<file path="src/hdl/mrwt_pkg.sv">
// Shared types and constants for the Miller-Rabin witness test unit.
package mrwt_pkg;
  localparam int unsigned NumWidth = 32;
  localparam int unsigned CntWidth = $clog2(NumWidth + 1);
  localparam int unsigned BitWidth = $clog2(NumWidth);

  typedef logic [NumWidth-1:0] num_t;

  typedef enum logic [1:0] {
    VERDICT_COMPOSITE = 2'd0,
    VERDICT_PRIME     = 2'd1,
    VERDICT_RANGE     = 2'd2
  } verdict_e;

  typedef enum logic [3:0] {
    ST_IDLE,
    ST_SPLIT,
    ST_SQR,
    ST_SQR_WAIT,
    ST_MUL,
    ST_MUL_WAIT,
    ST_CHECK,
    ST_LOOP,
    ST_LOOP_WAIT,
    ST_DONE
  } state_e;

  // Request to the serial modular multiplier.
  typedef struct packed {
    logic start;
    num_t x;
    num_t y;
    num_t m;
  } mm_req_t;

  typedef struct packed {
    logic done;
    num_t p;
  } mm_rsp_t;
endpackage

</file>
<file path="src/hdl/mrwt_modmul.sv">
// Bit-serial interleaved modular multiplier: p = x * y mod m, one bit of y per cycle.
module mrwt_modmul (
  input  logic             clk_i,
  input  logic             rst_ni,
  input  mrwt_pkg::mm_req_t req_i,
  output mrwt_pkg::mm_rsp_t rsp_o
);
  import mrwt_pkg::*;

  logic             busy_q, busy_d;
  logic [CntWidth-1:0] cnt_q, cnt_d;
  num_t             x_q, x_d, y_q, y_d, m_q, m_d, acc_q, acc_d;
  logic             done_q, done_d;

  // acc < m, so 2*acc + x needs two extra bits; two conditional subtracts.
  logic [NumWidth+1:0] dbl, add1, sub1, sub2;

  always_comb begin
    dbl  = {1'b0, acc_q, 1'b0};
    add1 = dbl + (y_q[NumWidth-1] ? {2'b00, x_q} : '0);
    sub1 = (add1 >= {2'b00, m_q}) ? add1 - {2'b00, m_q} : add1;
    sub2 = (sub1 >= {2'b00, m_q}) ? sub1 - {2'b00, m_q} : sub1;
  end

  always_comb begin
    busy_d = busy_q;
    cnt_d  = cnt_q;
    x_d    = x_q;
    y_d    = y_q;
    m_d    = m_q;
    acc_d  = acc_q;
    done_d = 1'b0;
    if (req_i.start && !busy_q) begin
      busy_d = 1'b1;
      cnt_d  = CntWidth'(NumWidth);
      x_d    = req_i.x;
      y_d    = req_i.y;
      m_d    = req_i.m;
      acc_d  = '0;
    end else if (busy_q) begin
      acc_d = sub2[NumWidth-1:0];
      y_d   = {y_q[NumWidth-2:0], 1'b0};
      cnt_d = cnt_q - 1'b1;
      if (cnt_q == CntWidth'(1)) begin
        busy_d = 1'b0;
        done_d = 1'b1;
      end
    end
  end

  always_ff @(posedge clk_i or negedge rst_ni) begin
    if (!rst_ni) begin
      busy_q <= 1'b0;
      done_q <= 1'b0;
      cnt_q  <= '0;
    end else begin
      busy_q <= busy_d;
      done_q <= done_d;
      cnt_q  <= cnt_d;
    end
  end

  always_ff @(posedge clk_i) begin
    x_q   <= x_d;
    y_q   <= y_d;
    m_q   <= m_d;
    acc_q <= acc_d;
  end

  assign rsp_o.done = done_q;
  assign rsp_o.p    = acc_q;

  a_done_after_busy: assert property (@(posedge clk_i) disable iff (!rst_ni)
    done_q |-> $past(busy_q)) else $error("modmul done without work");
  a_no_busy_done: assert property (@(posedge clk_i) disable iff (!rst_ni)
    done_q |-> !busy_q) else $error("modmul done while busy");
  a_acc_reduced: assert property (@(posedge clk_i) disable iff (!rst_ni)
    busy_q |-> acc_q < m_q) else $error("modmul accumulator not reduced");
endmodule

</file>
<file path="src/hdl/miller_rabin_witness_test_unit.sv">
// Top level: Miller-Rabin single-round witness test, sequencer plus serial multiplier.
// Flow: trivial and out-of-range cases pass from accept through the split state to done, a
//   candidate of 3 after one trailing zero is stripped; a full test runs up to 2*NumWidth-1
//   multiplies on the bit-serial multiplier, a check step per exponent bit position and a split step per zero.
// Throughput: one test at a time; busy is high from accept until the cycle before the strobe.
// Reset: asynchronous active low, returns the sequencer to idle; no result is pending.
// Results are shown for one cycle on verdict_o with valid_o and cannot be stalled.
module miller_rabin_witness_test_unit (
  input  logic        clk_i,
  input  logic        rst_ni,
  input  logic        start,
  output logic        busy,
  input  logic [31:0] candidate_i,
  input  logic [31:0] witness_i,
  output logic        valid_o,
  output logic [1:0]  verdict_o
);
  import mrwt_pkg::*;

  state_e state_q, state_d;
  num_t   n_q, n_d, nm1_q, nm1_d, a_q, a_d, d_q, d_d, x_q, x_d;
  logic [CntWidth-1:0] s_q, s_d, bit_q, bit_d;
  verdict_e verd_q, verd_d;
  logic   vld_q, vld_d;
  mm_req_t req;
  mm_rsp_t rsp;

  num_t n_in, a_in;
  assign n_in = candidate_i[NumWidth-1:0];
  assign a_in = witness_i[NumWidth-1:0];

  mrwt_modmul u_mm (.clk_i, .rst_ni, .req_i(req), .rsp_o(rsp));

  always_comb begin
    state_d = state_q;
    case (state_q)
      ST_IDLE:      if (start) state_d = ST_SPLIT;
      ST_SPLIT: begin
        if (verd_q != VERDICT_PRIME || (d_q[0] && n_q <= num_t'(3))) state_d = ST_DONE;
        else if (d_q[0]) state_d = ST_SQR;
      end
      ST_SQR:       state_d = ST_SQR_WAIT;
      ST_SQR_WAIT:  if (rsp.done) state_d = d_q[bit_q[BitWidth-1:0]] ? ST_MUL : ST_CHECK;
      ST_MUL:       state_d = ST_MUL_WAIT;
      ST_MUL_WAIT:  if (rsp.done) state_d = ST_CHECK;
      ST_CHECK: begin
        if (bit_q != '0) state_d = ST_SQR;
        else if (x_q == num_t'(1) || x_q == nm1_q || s_q <= CntWidth'(1)) state_d = ST_DONE;
        else state_d = ST_LOOP;
      end
      ST_LOOP:      state_d = ST_LOOP_WAIT;
      ST_LOOP_WAIT: if (rsp.done) begin
        if (rsp.p == nm1_q || rsp.p == num_t'(1) || s_q <= CntWidth'(2)) state_d = ST_DONE;
        else state_d = ST_LOOP;
      end
      ST_DONE:      state_d = ST_IDLE;
      default:      state_d = ST_IDLE;
    endcase
  end

  always_comb begin
    n_d = n_q; nm1_d = nm1_q; a_d = a_q; d_d = d_q; x_d = x_q;
    s_d = s_q; bit_d = bit_q; verd_d = verd_q; vld_d = 1'b0;
    req = '{start: 1'b0, x: x_q, y: x_q, m: n_q};
    case (state_q)
      ST_IDLE: if (start) begin
        n_d   = n_in;
        a_d   = a_in;
        nm1_d = n_in - 1'b1;
        d_d   = n_in - 1'b1;
        s_d   = '0;
        if (n_in == num_t'(2) || n_in == num_t'(3)) verd_d = VERDICT_PRIME;
        else if (n_in <= num_t'(1) || !n_in[0]) verd_d = VERDICT_COMPOSITE;
        else if (a_in < num_t'(2) || a_in > n_in - num_t'(2)) verd_d = VERDICT_RANGE;
        else verd_d = VERDICT_PRIME;
      end
      ST_SPLIT: begin
        // one trailing zero stripped per cycle; then start the exponent scan at bit NumWidth-1
        if (!d_q[0]) begin
          d_d = d_q >> 1;
          s_d = s_q + 1'b1;
        end else begin
          x_d   = num_t'(1);
          bit_d = CntWidth'(NumWidth - 1);
        end
      end
      ST_SQR: req = '{start: 1'b1, x: x_q, y: x_q, m: n_q};
      ST_SQR_WAIT: if (rsp.done) x_d = rsp.p;
      ST_MUL: req = '{start: 1'b1, x: x_q, y: a_q, m: n_q};
      ST_MUL_WAIT: if (rsp.done) x_d = rsp.p;
      ST_CHECK: begin
        if (bit_q != '0) bit_d = bit_q - 1'b1;
        else if (x_q == num_t'(1) || x_q == nm1_q) verd_d = VERDICT_PRIME;
        else verd_d = VERDICT_COMPOSITE;
        if (bit_q == '0 && !(x_q == num_t'(1) || x_q == nm1_q) && s_q > CntWidth'(1))
          s_d = s_q;
      end
      ST_LOOP: req = '{start: 1'b1, x: x_q, y: x_q, m: n_q};
      ST_LOOP_WAIT: if (rsp.done) begin
        x_d = rsp.p;
        s_d = s_q - 1'b1;
        verd_d = (rsp.p == nm1_q) ? VERDICT_PRIME : VERDICT_COMPOSITE;
      end
      ST_DONE: vld_d = 1'b1;
      default: ;
    endcase
  end

  always_ff @(posedge clk_i or negedge rst_ni) begin
    if (!rst_ni) begin
      state_q <= ST_IDLE;
      vld_q   <= 1'b0;
      verd_q  <= VERDICT_COMPOSITE;
      s_q     <= '0;
      bit_q   <= '0;
    end else begin
      state_q <= state_d;
      vld_q   <= vld_d;
      verd_q  <= verd_d;
      s_q     <= s_d;
      bit_q   <= bit_d;
    end
  end

  always_ff @(posedge clk_i) begin
    n_q <= n_d; nm1_q <= nm1_d; a_q <= a_d; d_q <= d_d; x_q <= x_d;
  end

  assign busy      = (state_q != ST_IDLE);
  assign valid_o   = vld_q;
  assign verdict_o = verd_q;

  a_valid_after_done: assert property (@(posedge clk_i) disable iff (!rst_ni)
    valid_o |-> $past(state_q == ST_DONE)) else $error("result without done");
  a_idle_after_valid: assert property (@(posedge clk_i) disable iff (!rst_ni)
    valid_o |-> !busy) else $error("busy on result beat");
  a_verdict_code: assert property (@(posedge clk_i) disable iff (!rst_ni)
    valid_o |-> verdict_o != 2'd3) else $error("bad verdict");
endmodule

</file>
<file path="config.mk">
export PLATFORM = sky130hd
export DESIGN_NAME = miller_rabin_witness_test_unit
export DESIGN_NICKNAME = d
export VERILOG_FILES = /design/src/hdl/mrwt_pkg.sv /design/src/hdl/mrwt_modmul.sv /design/src/hdl/miller_rabin_witness_test_unit.sv
export SDC_FILE = /design/constraint.sdc
export NUM_CORES = 1
export LEC_CHECK = 0
export BUFFER_PORTS_ARGS = -buffer_cell sky130_fd_sc_hd__buf_2
export CAP_MARGIN = 15
export CELL_PAD_IN_SITES_DETAIL_PLACEMENT = 0
export CELL_PAD_IN_SITES_GLOBAL_PLACEMENT = 2
export CORE_MARGIN = 3
export CORE_UTILIZATION = 45
export DETAILED_ROUTE_END_ITERATION = 6
export PLACE_DENSITY_LB_ADDON = 0.1
export SETUP_SLACK_MARGIN = 0.05
export SLEW_MARGIN = 20
export SYNTH_ARGS = -nofsm -noshare
export SYNTH_HDL_FRONTEND = slang
export SYNTH_SLANG_ARGS = --single-unit
</file>
<file path="constraint.sdc">
create_clock -name clk_i -period 20.8 [get_ports clk_i]
set_input_delay 1.04 -clock clk_i [delete_from_list [all_inputs] [get_ports clk_i]]
set_output_delay 1.04 -clock clk_i [all_outputs]
set_load 0.02 [all_outputs]
</file>
Word-level counts from Yosys, hierarchy flattened
Cells that the tools add are included.
- add/sub/neg operators: 9
- magnitude comparators: 9
- reductions and logical operators: 31
- multiplexer cells: 50
- equality and inequality tests: 27
- operators by type and width (kind ; count):
    two-way mux 32 bit ; 8
    one-hot mux 97 bit (2 select lines) ; 1
    one-hot mux 32 bit (2 select lines) ; 2
    greater-or-equal comparator 34 x 32 -> 1 bit ; 2
    equality test 32 x 1 -> 1 bit (second input constant) ; 2
    equality test 32 x 2 -> 1 bit (second input constant) ; 2
    equality test 32 bit ; 2
    two-way mux 6 bit ; 7
    two-way mux 4 bit ; 9
    one-hot mux 4 bit (9 select lines) ; 1
    adder 33 x 34 -> 34 bit ; 1
    two-way mux 34 bit ; 1
    subtractor 34 x 32 -> 34 bit ; 1
    greater-than comparator 32 bit ; 1
    <= comparator 32 x 1 -> 1 bit (second input constant) ; 1
    <= comparator 32 x 2 -> 1 bit (second input constant) ; 1
    < comparator 32 x 2 -> 1 bit (second input constant) ; 1
    subtractor 32 x 1 -> 32 bit (second input constant) ; 1
    subtractor 32 x 2 -> 32 bit (second input constant) ; 1
    subtractor 32 bit ; 1
    one-hot mux 6 bit (3 select lines) ; 1
    subtractor 6 x 1 -> 6 bit (second input constant) ; 3
    equality test 4 x 3 -> 1 bit (second input constant) ; 4
    two-way mux 2 bit ; 7
    other kinds (29) ; 65
- logic and storage cells: 144
- input bits: 67
- output and inout bits: 4
- bits in registers: 315

Depth between registers and ports, before layout
Gate-level depths: netlist of run 1.
- word-level depth: 8
- depth in mapped cells: 37
- gate-level depth less buffers: 35

By module
A second synthesis of run 1 with hierarchy kept.
- cell total of the unflattened synthesis: 2012
- area, all modules: 21072.7 um^2
- modules (own cells, without submodules) (module ; cells each ; sequential area each (um^2) ; instances ; area an instance (um^2)):
    mrwt_modmul ; 1097 ; 3723.6 ; 1 ; 10617.7
    miller_rabin_witness_test_unit ; 915 ; 5280.1 ; 1 ; 10455.0

Worst setup path after synthesis of run 1
OpenSTA, ideal clock, no wires.
- path type: register to register
- start: register u_mm.y_q[31]
- end: register u_mm.acc_q[10]
- buffers on the path: 3
- cell stages (with the launch flop): 35
- library setup time: 0.128 ns
- setup slack: 13.369 ns
- arrival: 7.303 ns
- clock period less this slack: 7.431 ns
- path through: edfxtp_1 clkbuf_1 and2_1 ha_1 nor2b_1 o31a_1 o22ai_1 o21ai_1 a41oi_1 o21ai_0 xor2_1 ha_1 a21oi_1 nor2_1 o21a_1 nor3_1 nor2_1 or3_1 nor4_4 buf_4 mux2_1 ha_1 fa_1 nor2b_1 o21ai_0 a21oi_1 o21ai_0 a211oi_1 o21ai_0 a31oi_1 o21ai_0 o311ai_4 buf_2 mux2i_1 o21ai_1
- word-level cells in the longest chain between the ends: 6
- RTL lines (what ; RTL line ; text):
    start, declared ; mrwt_modmul.sv:12 ; num_t x_q, x_d, y_q, y_d, m_q, m_d, acc_q, acc_d;
    start signal, assigned ; mrwt_modmul.sv:65 ; y_q <= y_d;
    two-way mux 32 bit (*) ; mrwt_modmul.sv:20 ; add1 = dbl + (y_q[NumWidth-1] ? {2'b00, x_q} : '0);
    adder 33 x 34 -> 34 bit (*) ; mrwt_modmul.sv:20 ;
    subtractor 34 x 32 -> 34 bit or greater-or-equal comparator 34 x 32 -> 1 bit (tied branches) ; mrwt_modmul.sv:21 ; sub1 = (add1 >= {2'b00, m_q}) ? add1 - {2'b00, m_q} : add1;
    two-way mux 34 bit (*) ; mrwt_modmul.sv:21 ;
    subtractor 32 bit or greater-or-equal comparator 34 x 32 -> 1 bit (tied branches) ; mrwt_modmul.sv:22 ; sub2 = (sub1 >= {2'b00, m_q}) ? sub1 - {2'b00, m_q} : sub1;
    two-way mux 32 bit (*) ; mrwt_modmul.sv:22 ;
    end signal, assigned ; mrwt_modmul.sv:67 ; acc_q <= acc_d;
    end, declared ; mrwt_modmul.sv:12 ;
Mark *: on every way between the ends. The rest lies on a longest branch, timed or not.
A chain may end at the register's enable or synchronous reset.

Final worst setup path of run 1
- start: register u_mm.y_q[31]
- end: register u_mm.acc_q[20]
Same word-level chain as after synthesis.

==> impl_metrics.toml, run 1 <==
[run_status]
outcome = "completed"

[sta]
timing.final.hold_violations = 0
final-setup-viol-count = 0
final.setup_skew_ps = 10.8
tns_ps = 0
fmax_mhz = 101
drv_slew = 0
rsz0062_at_grt = "no"
maxSlewHeadroom_pct = 37.2
fin_crit_sh_pct = 47.7
fin_crit_ps = 9910
worst_pin_slew_ps = 942

[setup_path]
endpoint_kind = "flip-flop"
r2r_start = "u_mm.y_q[31]$_DFFE_PP_"
worstSetupStartpoint = "u_mm.y_q[31]$_DFFE_PP_"
reg2reg_depth = 35
crit_family = "compound AO/OA/AOI/OAI gates"
slowest_delay_ps = 780
r2r-end = "u_mm.acc_q[20]$_SDFFE_PP0P_"
cp.required_ps = 21220
startpoint_type = "flip-flop"
path_depth = 35
critPathMostFrequentCell = "o21ai_0"
crit_slowest_cell = "edfxtp_1"
endpoint = "u_mm.acc_q[20]$_SDFFE_PP0P_"
cp_max_fo = 34
cp_num_buf_inv = 3
worstSetupPathType = "reg -> reg"
r2r_setup_slack_ps = 10890
cp.arrival_ps = 10330

[die]
pin_count = 71
placeableCoreArea_mm2 = 0.0455
floorplan.rows = 78
die_x_um = 221
die_h_um = 221
dieArea_mm2 = 0.0487
initial_core_util_pct = 45.6

[cells_and_area]
multi_input_area_mm2 = 0.0111
fill_cells = 4280
seq_area_mm2 = 0.00900
layout-drive-gt1-share_pct = 8.86
fin_nets = 2318
area_growth_pct = 10.2
n_antenna_cell = 0

[logic_synthesis]
synth_flop_cell = "edfxtp_1"
synth.mux.area_fraction_pct = 6.00
syn_area_mm2 = 0.0207
syn_avg_cell_area_um2 = 10.1
yosysWarningCount = 0
yosys.area_share.xor_xnor_pct = 8.79
syn_nets = 2263
synth_seq_cells = 315
async_reset_ff_share_pct = 8.57
synth_top_area_share_pct = 37.1
synthTopCellsByArea = "edfxtp_1 (37%), ha_1 (8.4%), xnor2_1 (5.3%), xor2_1 (3.5%), a21oi_1 (3.4%)"
synth_cell_types = 82
synth_compound_area_share_pct = 13.5
yosys.area_share.adder_pct = 8.74
yosys.area_share.simple_pct = 16.5
synth-edff-count = 256
synthCells = 2053
yosysTopAreaCell = "edfxtp_1"
synth_top_family_by_area = "simple AND/OR/NAND/NOR gates"
synth.yosys.seq_area_share_pct = 43.4

[global_route]
grt_max_degree = 79
grt_usage_pct = 25.7
grt_pass1_wl_um = 94600
antenna_found_initial = 0
grt_pass1_vias = 15500
gr-total-overflow = 0

[clock_network]
cts_buffers = 35
cts.path.max_buffers = 3
cts_setup_buffers = 0
cts_resized = 0
htreeDepth = 2
clkLatencyLatePin_ps = 530
cts_root_buf = "clkbuf_16"
cts_tree = "yes"
cts_hold_buffers = 0
cts.sinks = 315
clkTransAtPathRegs_ps = 60

[hold_path]
hp-class = "reg -> reg"

[drt]
finalWirelength_um = 62300
via_per_inst = 5.78
postRouteAntennaNets = 0
dr.pass1.iters = 5
drc = 0
drtIter0Drc = 1412
routed-via-count = 15800
wire_per_inst_um = 22.8

[placement]
hpwlAfterDp_um = 49500
finalWeightedCongestion = 0.925
port-buffer-count = 70

[run]
drv_cap = 0
## per-layer routing
layer	vias up	GRT usage, %	routed length [um]
li1	7662	-	-
met1	7518	37.8	29700
met2	499	38.5	26800
met3	115	3.05	2990
met4	0	10.7	2810
met5	-	0	0
## metrics by stage
stage / setup slack (ps) / utilization [%] / cells / cell area (um2) / hold WS (ps)
after floorplan: 13370 / - / 2053 / 20700 / 400
after global placement: 10990 / 47.7 / 2671 / 21700 / 444
after detailed placement: 10850 / 47.7 / 2671 / 21700 / 450
after CTS: 10810 / 50.3 / 2734 / 22900 / 463
after global routing: 9860 / 50.3 / 2734 / 22900 / 465
final: 10890 / 50.3 / 2734 / 22900 / 456
## layout make-up
class	instances	share of cell area, %
Multi-Input combinational cell	1576	48.7
Sequential cell	315	39.4
Clock buffer	36	3.85
Tap cell	600	3.28
Timing Repair Buffer	86	2.06
Inverter	94	1.54
Clock inverter	27	1.17
## cell usage in the layout (no fill, tap or decap), types with 12 or more instances in the layout
cell	count
a211oi_1	14
o21a_1	19
dfrtp_1	27
o21ai_0	75
dfxtp_1	32
a21o_1	52
o22ai_1	14
ha_1	140
nor2b_1	41
clkbuf_16	35
xnor2_1	125
nand2b_1	25
a21oi_1	141
buf_4	16
inv_1	93
edfxtp_1	256
mux2i_1	67
o21ai_1	30
buf_2	70
a31oi_1	13
nor3_1	40
nor4_1	49
o211ai_1	14
xor2_1	83
or2_2	12
nand4_1	41
and2_1	37
nor2_1	160
mux2_1	28
nand2_1	164
nand3_1	26
nand3b_1	23
## how the worst min path moves through the flow
stage | from | to | depth (start not counted) | slack [ps]
finish | n_q[8]$_DFFE_PP_ | u_mm.m_q[8]$_DFFE_PP_ | 0 | 460
global route | n_q[8]$_DFFE_PP_ | u_mm.m_q[8]$_DFFE_PP_ | 0 | 470
CTS | n_q[12]$_DFFE_PP_ | u_mm.m_q[12]$_DFFE_PP_ | 0 | 460
detailed placement | n_q[12]$_DFFE_PP_ | u_mm.m_q[12]$_DFFE_PP_ | 0 | 450
global placement | n_q[8]$_DFFE_PP_ | u_mm.m_q[8]$_DFFE_PP_ | 0 | 440
floorplan | n_q[0]$_DFFE_PP_ | u_mm.m_q[0]$_DFFE_PP_ | 0 | 400
## cell usage after synthesis (49+ instances only)
cell type and n:
o21ai_0 76, xor2_1 83, nand2_1 164, a21o_1 52
a21oi_1 141, clkbuf_1 57, nor4_1 49, ha_1 140
edfxtp_1 256, xnor2_1 125, mux2i_1 67, inv_1 94
nor2_1 162
## logic make-up after synthesis
group	Yosys count
AND/OR/NAND/NOR	672
AO/OA/AOI/OAI	445
flip-flops	315
XOR/XNOR	208
buffers and inverters	162
adder cells (fa/ha/maj)	143
multiplexers	108
Power of run 1 is left out: the tool's default activity adds up to more than one toggle a clock period on the data nets, which glitch-free logic cannot reach.
==> inputs of run 2 (changes only) <==
- ABC_AREA: unset -> 1
- CORE_UTILIZATION: 45 -> 35
- clock period: 20.8 -> 9.1 ns (I/O delays scaled with it)
==> impl_metrics.toml, run 2 <==
[logic_synthesis]
synthTopCellsByArea = "edfxtp_1 (35%), nand2_1 (11%), ha_1 (8.1%), inv_1 (6.3%), xnor2_1 (4.9%)"
synth-edff-count = 256
syn_area_mm2 = 0.0217
syn_avg_cell_area_um2 = 8.00
yosysTopAreaCell = "edfxtp_1"
yosysWarningCount = 0
synth_cell_types = 61
synth.yosys.seq_area_share_pct = 41.4
yosysMostFrequentCell = "nand2_1"
synth_flop_cell = "edfxtp_1"
syn_nets = 2927
synthCells = 2717
synth_seq_cells = 315
ys_top_cells_by_count = "nand2_1 (663), inv_1 (366), nor2_1 (278)"
synth_top_area_share_pct = 35.4
async_reset_ff_share_pct = 8.57

[global_route]
antenna_found_initial = 0
grt_usage_pct = 24.2
met1_usage_pct = 32.2
grt_max_degree = 57
grt-busiest-layer = "met2"
grt_use_met2_pct = 40.7
grt_pass1_vias = 18600
gr-total-overflow = 0
grtUsageMet3_pct = 2.16
grt_pass1_wl_um = 117000

[sta]
fmax_mhz = 122
fin_ws_ps = 887
maxSlewHeadroom_pct = 29.0
final-setup-viol-count = 0
tns_ps = 0
rsz0062_at_grt = "no"
timing.final.hold_violations = 0
worst_pin_slew_ps = 1060
drv_slew = 0
fin_crit_sh_pct = 90.3
fin_crit_ps = 8210
final.setup_skew_ps = 13.9

[clock_network]
clkLatencyLatePin_ps = 550
clkTransAtPathRegs_ps = 60
cts_tree = "yes"
htreeDepth = 2
cts.path.max_buffers = 3
cts_root_buf = "clkbuf_16"
cts_buffers = 37
cts.sinks = 315

[die]
die_h_um = 255
dieArea_mm2 = 0.0652
placeableCoreArea_mm2 = 0.0609
die_x_um = 255
initial_core_util_pct = 35.7
pin_count = 71
floorplan.rows = 90

[placement]
post-place-ws_ps = 126
place_area_mm2 = 0.0231
finalWeightedCongestion = 0.955
port-buffer-count = 70
hpwlAfterDp_um = 64400

[setup_path]
r2r_start = "u_mm.y_q[31]$_DFFE_PP_"
critPathMostFrequentCell = "nand2_1"
crit_family = "simple AND/OR/NAND/NOR gates"
r2r-end = "u_mm.acc_q[1]$_SDFFE_PP0P_"
reg2reg_depth = 44
cp.arrival_ps = 8690
cp_max_fo = 39
r2r_setup_slack_ps = 890
cp_num_buf_inv = 8
startpoint_type = "flip-flop"
crit_slowest_cell = "o41ai_1"
worstSetupPathType = "reg -> reg"
endpoint_kind = "flip-flop"
slowest_delay_ps = 720
cp.required_ps = 9580

[cells_and_area]
fill_cells = 6356
layout-drive-gt1-share_pct = 7.76
fin_util_pct = 39.9
final_common_cell = "nand2_1"
fin_nets = 3005
area_growth_pct = 11.7
final_cell_mix = "nand2_1 (663), inv_1 (365), nor2_1 (277)"
n_antenna_cell = 0
postLayoutCellArea_mm2 = 0.0243

[drt]
drtIter0Drc = 1456
routed-via-count = 18600
wire_per_inst_um = 21.5
postRouteAntennaNets = 0
finalWirelength_um = 78600
via_per_inst = 5.09
dr.pass1.iters = 7
drc = 1

[hold_path]
hold_depth = 1
min_from = "witness_i[6]"
hp-class = "in -> reg"
hold_end = "a_q[6]$_DFFE_PP_"

[run_status]
outcome = "finished with violations"
violations = "design-rule violations"

[run]
drv_cap = 0
-- run 2: what timing repair did --
item                                   in CTS  in global routing
setup buffers                               0                  2
hold buffers                                1                  0
setup endpoints to repair                   0                 32
resized for setup                           0                  2
endpoints found under the hold margin      27                  0
-- run 2: worst reg2reg max path: cells and delay by family, from the launching register on --
kind                       cells  cell delay [ps]
adders and majority gates      4             1130
buffers and inverters          8             1530
AOI/OAI and AO/OA              7             1640
and+or+nand+nor               25             3540
DFF                            1              330
-- run 2: metal layers --
| metal | vias to the layer above | routed length (um) |
|---|---|---|
| li1 | 9203 | - |
| met1 | 8777 | 35700 |
| met2 | 474 | 36600 |
| met3 | 112 | 2700 |
| met4 | 0 | 3570 |
| met5 | - | 0 |
-- run 2: layout make-up --
| type | instances | area [um2] | area share, % |
|---|---|---|---|
| clock buffer | 44 | 962 | 3.96 |
| clock inverter | 23 | 238 | 0.979 |
| inverter | 374 | 1410 | 5.80 |
| multi-input combinational | 1974 | 11100 | 45.7 |
| sequential | 315 | 9000 | 37.1 |
| tap | 828 | 1040 | 4.27 |
| timing repair buffer | 93 | 538 | 2.22 |
-- run 2: how the worst max path moves through the flow --
stage / startpoint / to / slack (ps) / cells after the start
2_1_floorplan: u_mm.y_q[31]$_DFFE_PP_ / u_mm.acc_q[26]$_SDFFE_PP0P_ / 3090 / 43
3_3_place_gp: u_mm.y_q[31]$_DFFE_PP_ / u_mm.acc_q[1]$_SDFFE_PP0P_ / 270 / 45
3_5_place_dp: u_mm.y_q[31]$_DFFE_PP_ / u_mm.acc_q[1]$_SDFFE_PP0P_ / 130 / 45
4_1_cts: u_mm.y_q[31]$_DFFE_PP_ / u_mm.acc_q[1]$_SDFFE_PP0P_ / 120 / 45
5_1_grt: u_mm.y_q[31]$_DFFE_PP_ / u_mm.acc_q[1]$_SDFFE_PP0P_ / 160 / 45
6_report: u_mm.y_q[31]$_DFFE_PP_ / u_mm.acc_q[1]$_SDFFE_PP0P_ / 890 / 44
-- run 2: cell families (layout without fill, tap and decap cells) --
kind of cell	after synthesis	count (layout)	synth area share (%)
flip-flops	315	315	41.4
adder cells (fa/ha/maj)	143	143	8.33
buffers and inverters	428	534	7.65
AO/OA/AOI/OAI	428	428	11.3
AND/OR/NAND/NOR	1210	1210	23.6
XOR/XNOR	193	193	7.77
-- run 2: stage by stage --
stage / hold WS [ps] / std cells
CTS: 104 / 3649
finish: 132 / 3651
detailed placement: 435 / 3581
floorplan: 159 / 2717
global placement: 430 / 3581
global route: 119 / 3651
Power of run 2 is left out for the same reason.
==> inputs of run 3 (changes only) <==
- CAP_MARGIN: 15 -> 30
- CORE_ASPECT_RATIO: unset -> 0.75
- CORE_UTILIZATION: 35 -> 39
- clock period: 9.1 -> 8.75 ns (I/O delays scaled with it)
==> impl_metrics.toml, run 3 (synthesis results as in run 2) <==
[setup_path]
cp_max_fo = 18
startpoint_type = "flip-flop"
crit_slowest_cell = "o21ai_0"
cp_num_buf_inv = 3
r2r_setup_slack_ps = 560
crit_family = "simple AND/OR/NAND/NOR gates"
critPathMostFrequentCell = "nand2_1"
worstSetupPathType = "reg -> reg"
cp.required_ps = 9250
cp.arrival_ps = 8690
endpoint_kind = "flip-flop"
slowest_delay_ps = 590

[clock_network]
cts_tree = "yes"
cts.path.max_buffers = 3
cts_buffers = 31
cts.sinks = 315
cts_resized = 0
cts_root_buf = "clkbuf_16"
cts_hold_buffers = 1
htreeDepth = 1
cts_setup_buffers = 0
clkLatencyLatePin_ps = 610
clkTransAtPathRegs_ps = 70

[drt]
postRouteAntennaNets = 0
dr.pass1.iters = 5
drtIter0Drc = 2177
finalWirelength_um = 86500
routed-via-count = 19600
drc = 0
via_per_inst = 5.51
wire_per_inst_um = 24.3

[sta]
fin_crit_sh_pct = 93.6
worst_pin_slew_ps = 941
drv_slew = 0
fin_crit_ps = 8190
timing.final.hold_violations = 0
maxSlewHeadroom_pct = 37.1
fmax_mhz = 122
final-setup-viol-count = 0
rsz0062_at_grt = "no"
final.setup_skew_ps = 39.9
tns_ps = 0

[global_route]
antenna_found_initial = 6
grt_pass1_wl_um = 124000
grt_max_degree = 82
grt_pass1_vias = 18300
grt_usage_pct = 28.9
gr-total-overflow = 0

[die]
die_x_um = 279
die_h_um = 210
initial_core_util_pct = 39.7
pin_count = 71
floorplan.rows = 74
placeableCoreArea_mm2 = 0.0548
dieArea_mm2 = 0.0587

[cells_and_area]
fin_util_pct = 44.0
final_cell_mix = "nand2_1 (663), inv_1 (365), nor2_1 (277)"
layout-drive-gt1-share_pct = 7.86
fin_nets = 3014
final_common_cell = "nand2_1"
area_growth_pct = 11.0

[placement]
finalWeightedCongestion = 0.961
port-buffer-count = 70
hpwlAfterDp_um = 70400

[run_status]
outcome = "completed"

[hold_path]
hp-class = "in -> reg"

[run]
drv_cap = 0
## run 3: metal layers
layer	track usage, %	share of wire [%]
met1	45.7	49
met2	39.6	39
met3	8.28	11
met4	3.58	1.1
met5	0	0
## run 3: path summary, 6_finish.rpt
| check | start | to | depth (start not counted) |
|---|---|---|---|
| max reg2reg | u_mm.y_q[31]$_DFFE_PP_ | u_mm.acc_q[28]$_SDFFE_PP0P_ | 43 |
| max in group asynchronous | rst_ni | bit_q[4]$_DFFE_PN0P_ | 2 |
| min | witness_i[0] | a_q[0]$_DFFE_PP_ | 1 |
| max | u_mm.y_q[31]$_DFFE_PP_ | u_mm.acc_q[28]$_SDFFE_PP0P_ | 43 |
| min in group asynchronous | rst_ni | s_q[4]$_DFFE_PN0P_ | 2 |
| min reg2reg | n_q[0]$_DFFE_PP_ | u_mm.m_q[0]$_DFFE_PP_ | 0 |
## run 3: layout make-up
type,instances,area (um2)
clock buffers,35,791
clock inverters,20,269
diodes,3,7.51
repair buffers,108,658
inverters,374,1410
flip-flops and latches,315,9000
fillers,5665,30700
well taps,722,903
multi-input cells,1974,11100
## run 3: through the flow
stage          setup WS (ps)  area, um2  hold slack [ps]  std cells
6_report                 563      24100             77.0       3551
4_1_cts                  907      24100             63.1       3545
2_1_floorplan           2740      21700              142       2717
3_3_place_gp            1040      23000              408       3488
5_1_grt                  149      24100             66.1       3548
3_5_place_dp             933      23000              416       3489
## run 3: worst reg2reg max path: cells and delay by family (launching register included)
kind            cells  cell delay [ps]
buf+inv             3              580
xor+xnor            1              120
compound gates      7             2130
simple gates       28             3380
fa+ha+maj           4             1330
flops               1              540
Power of run 3 is left out for the same reason.
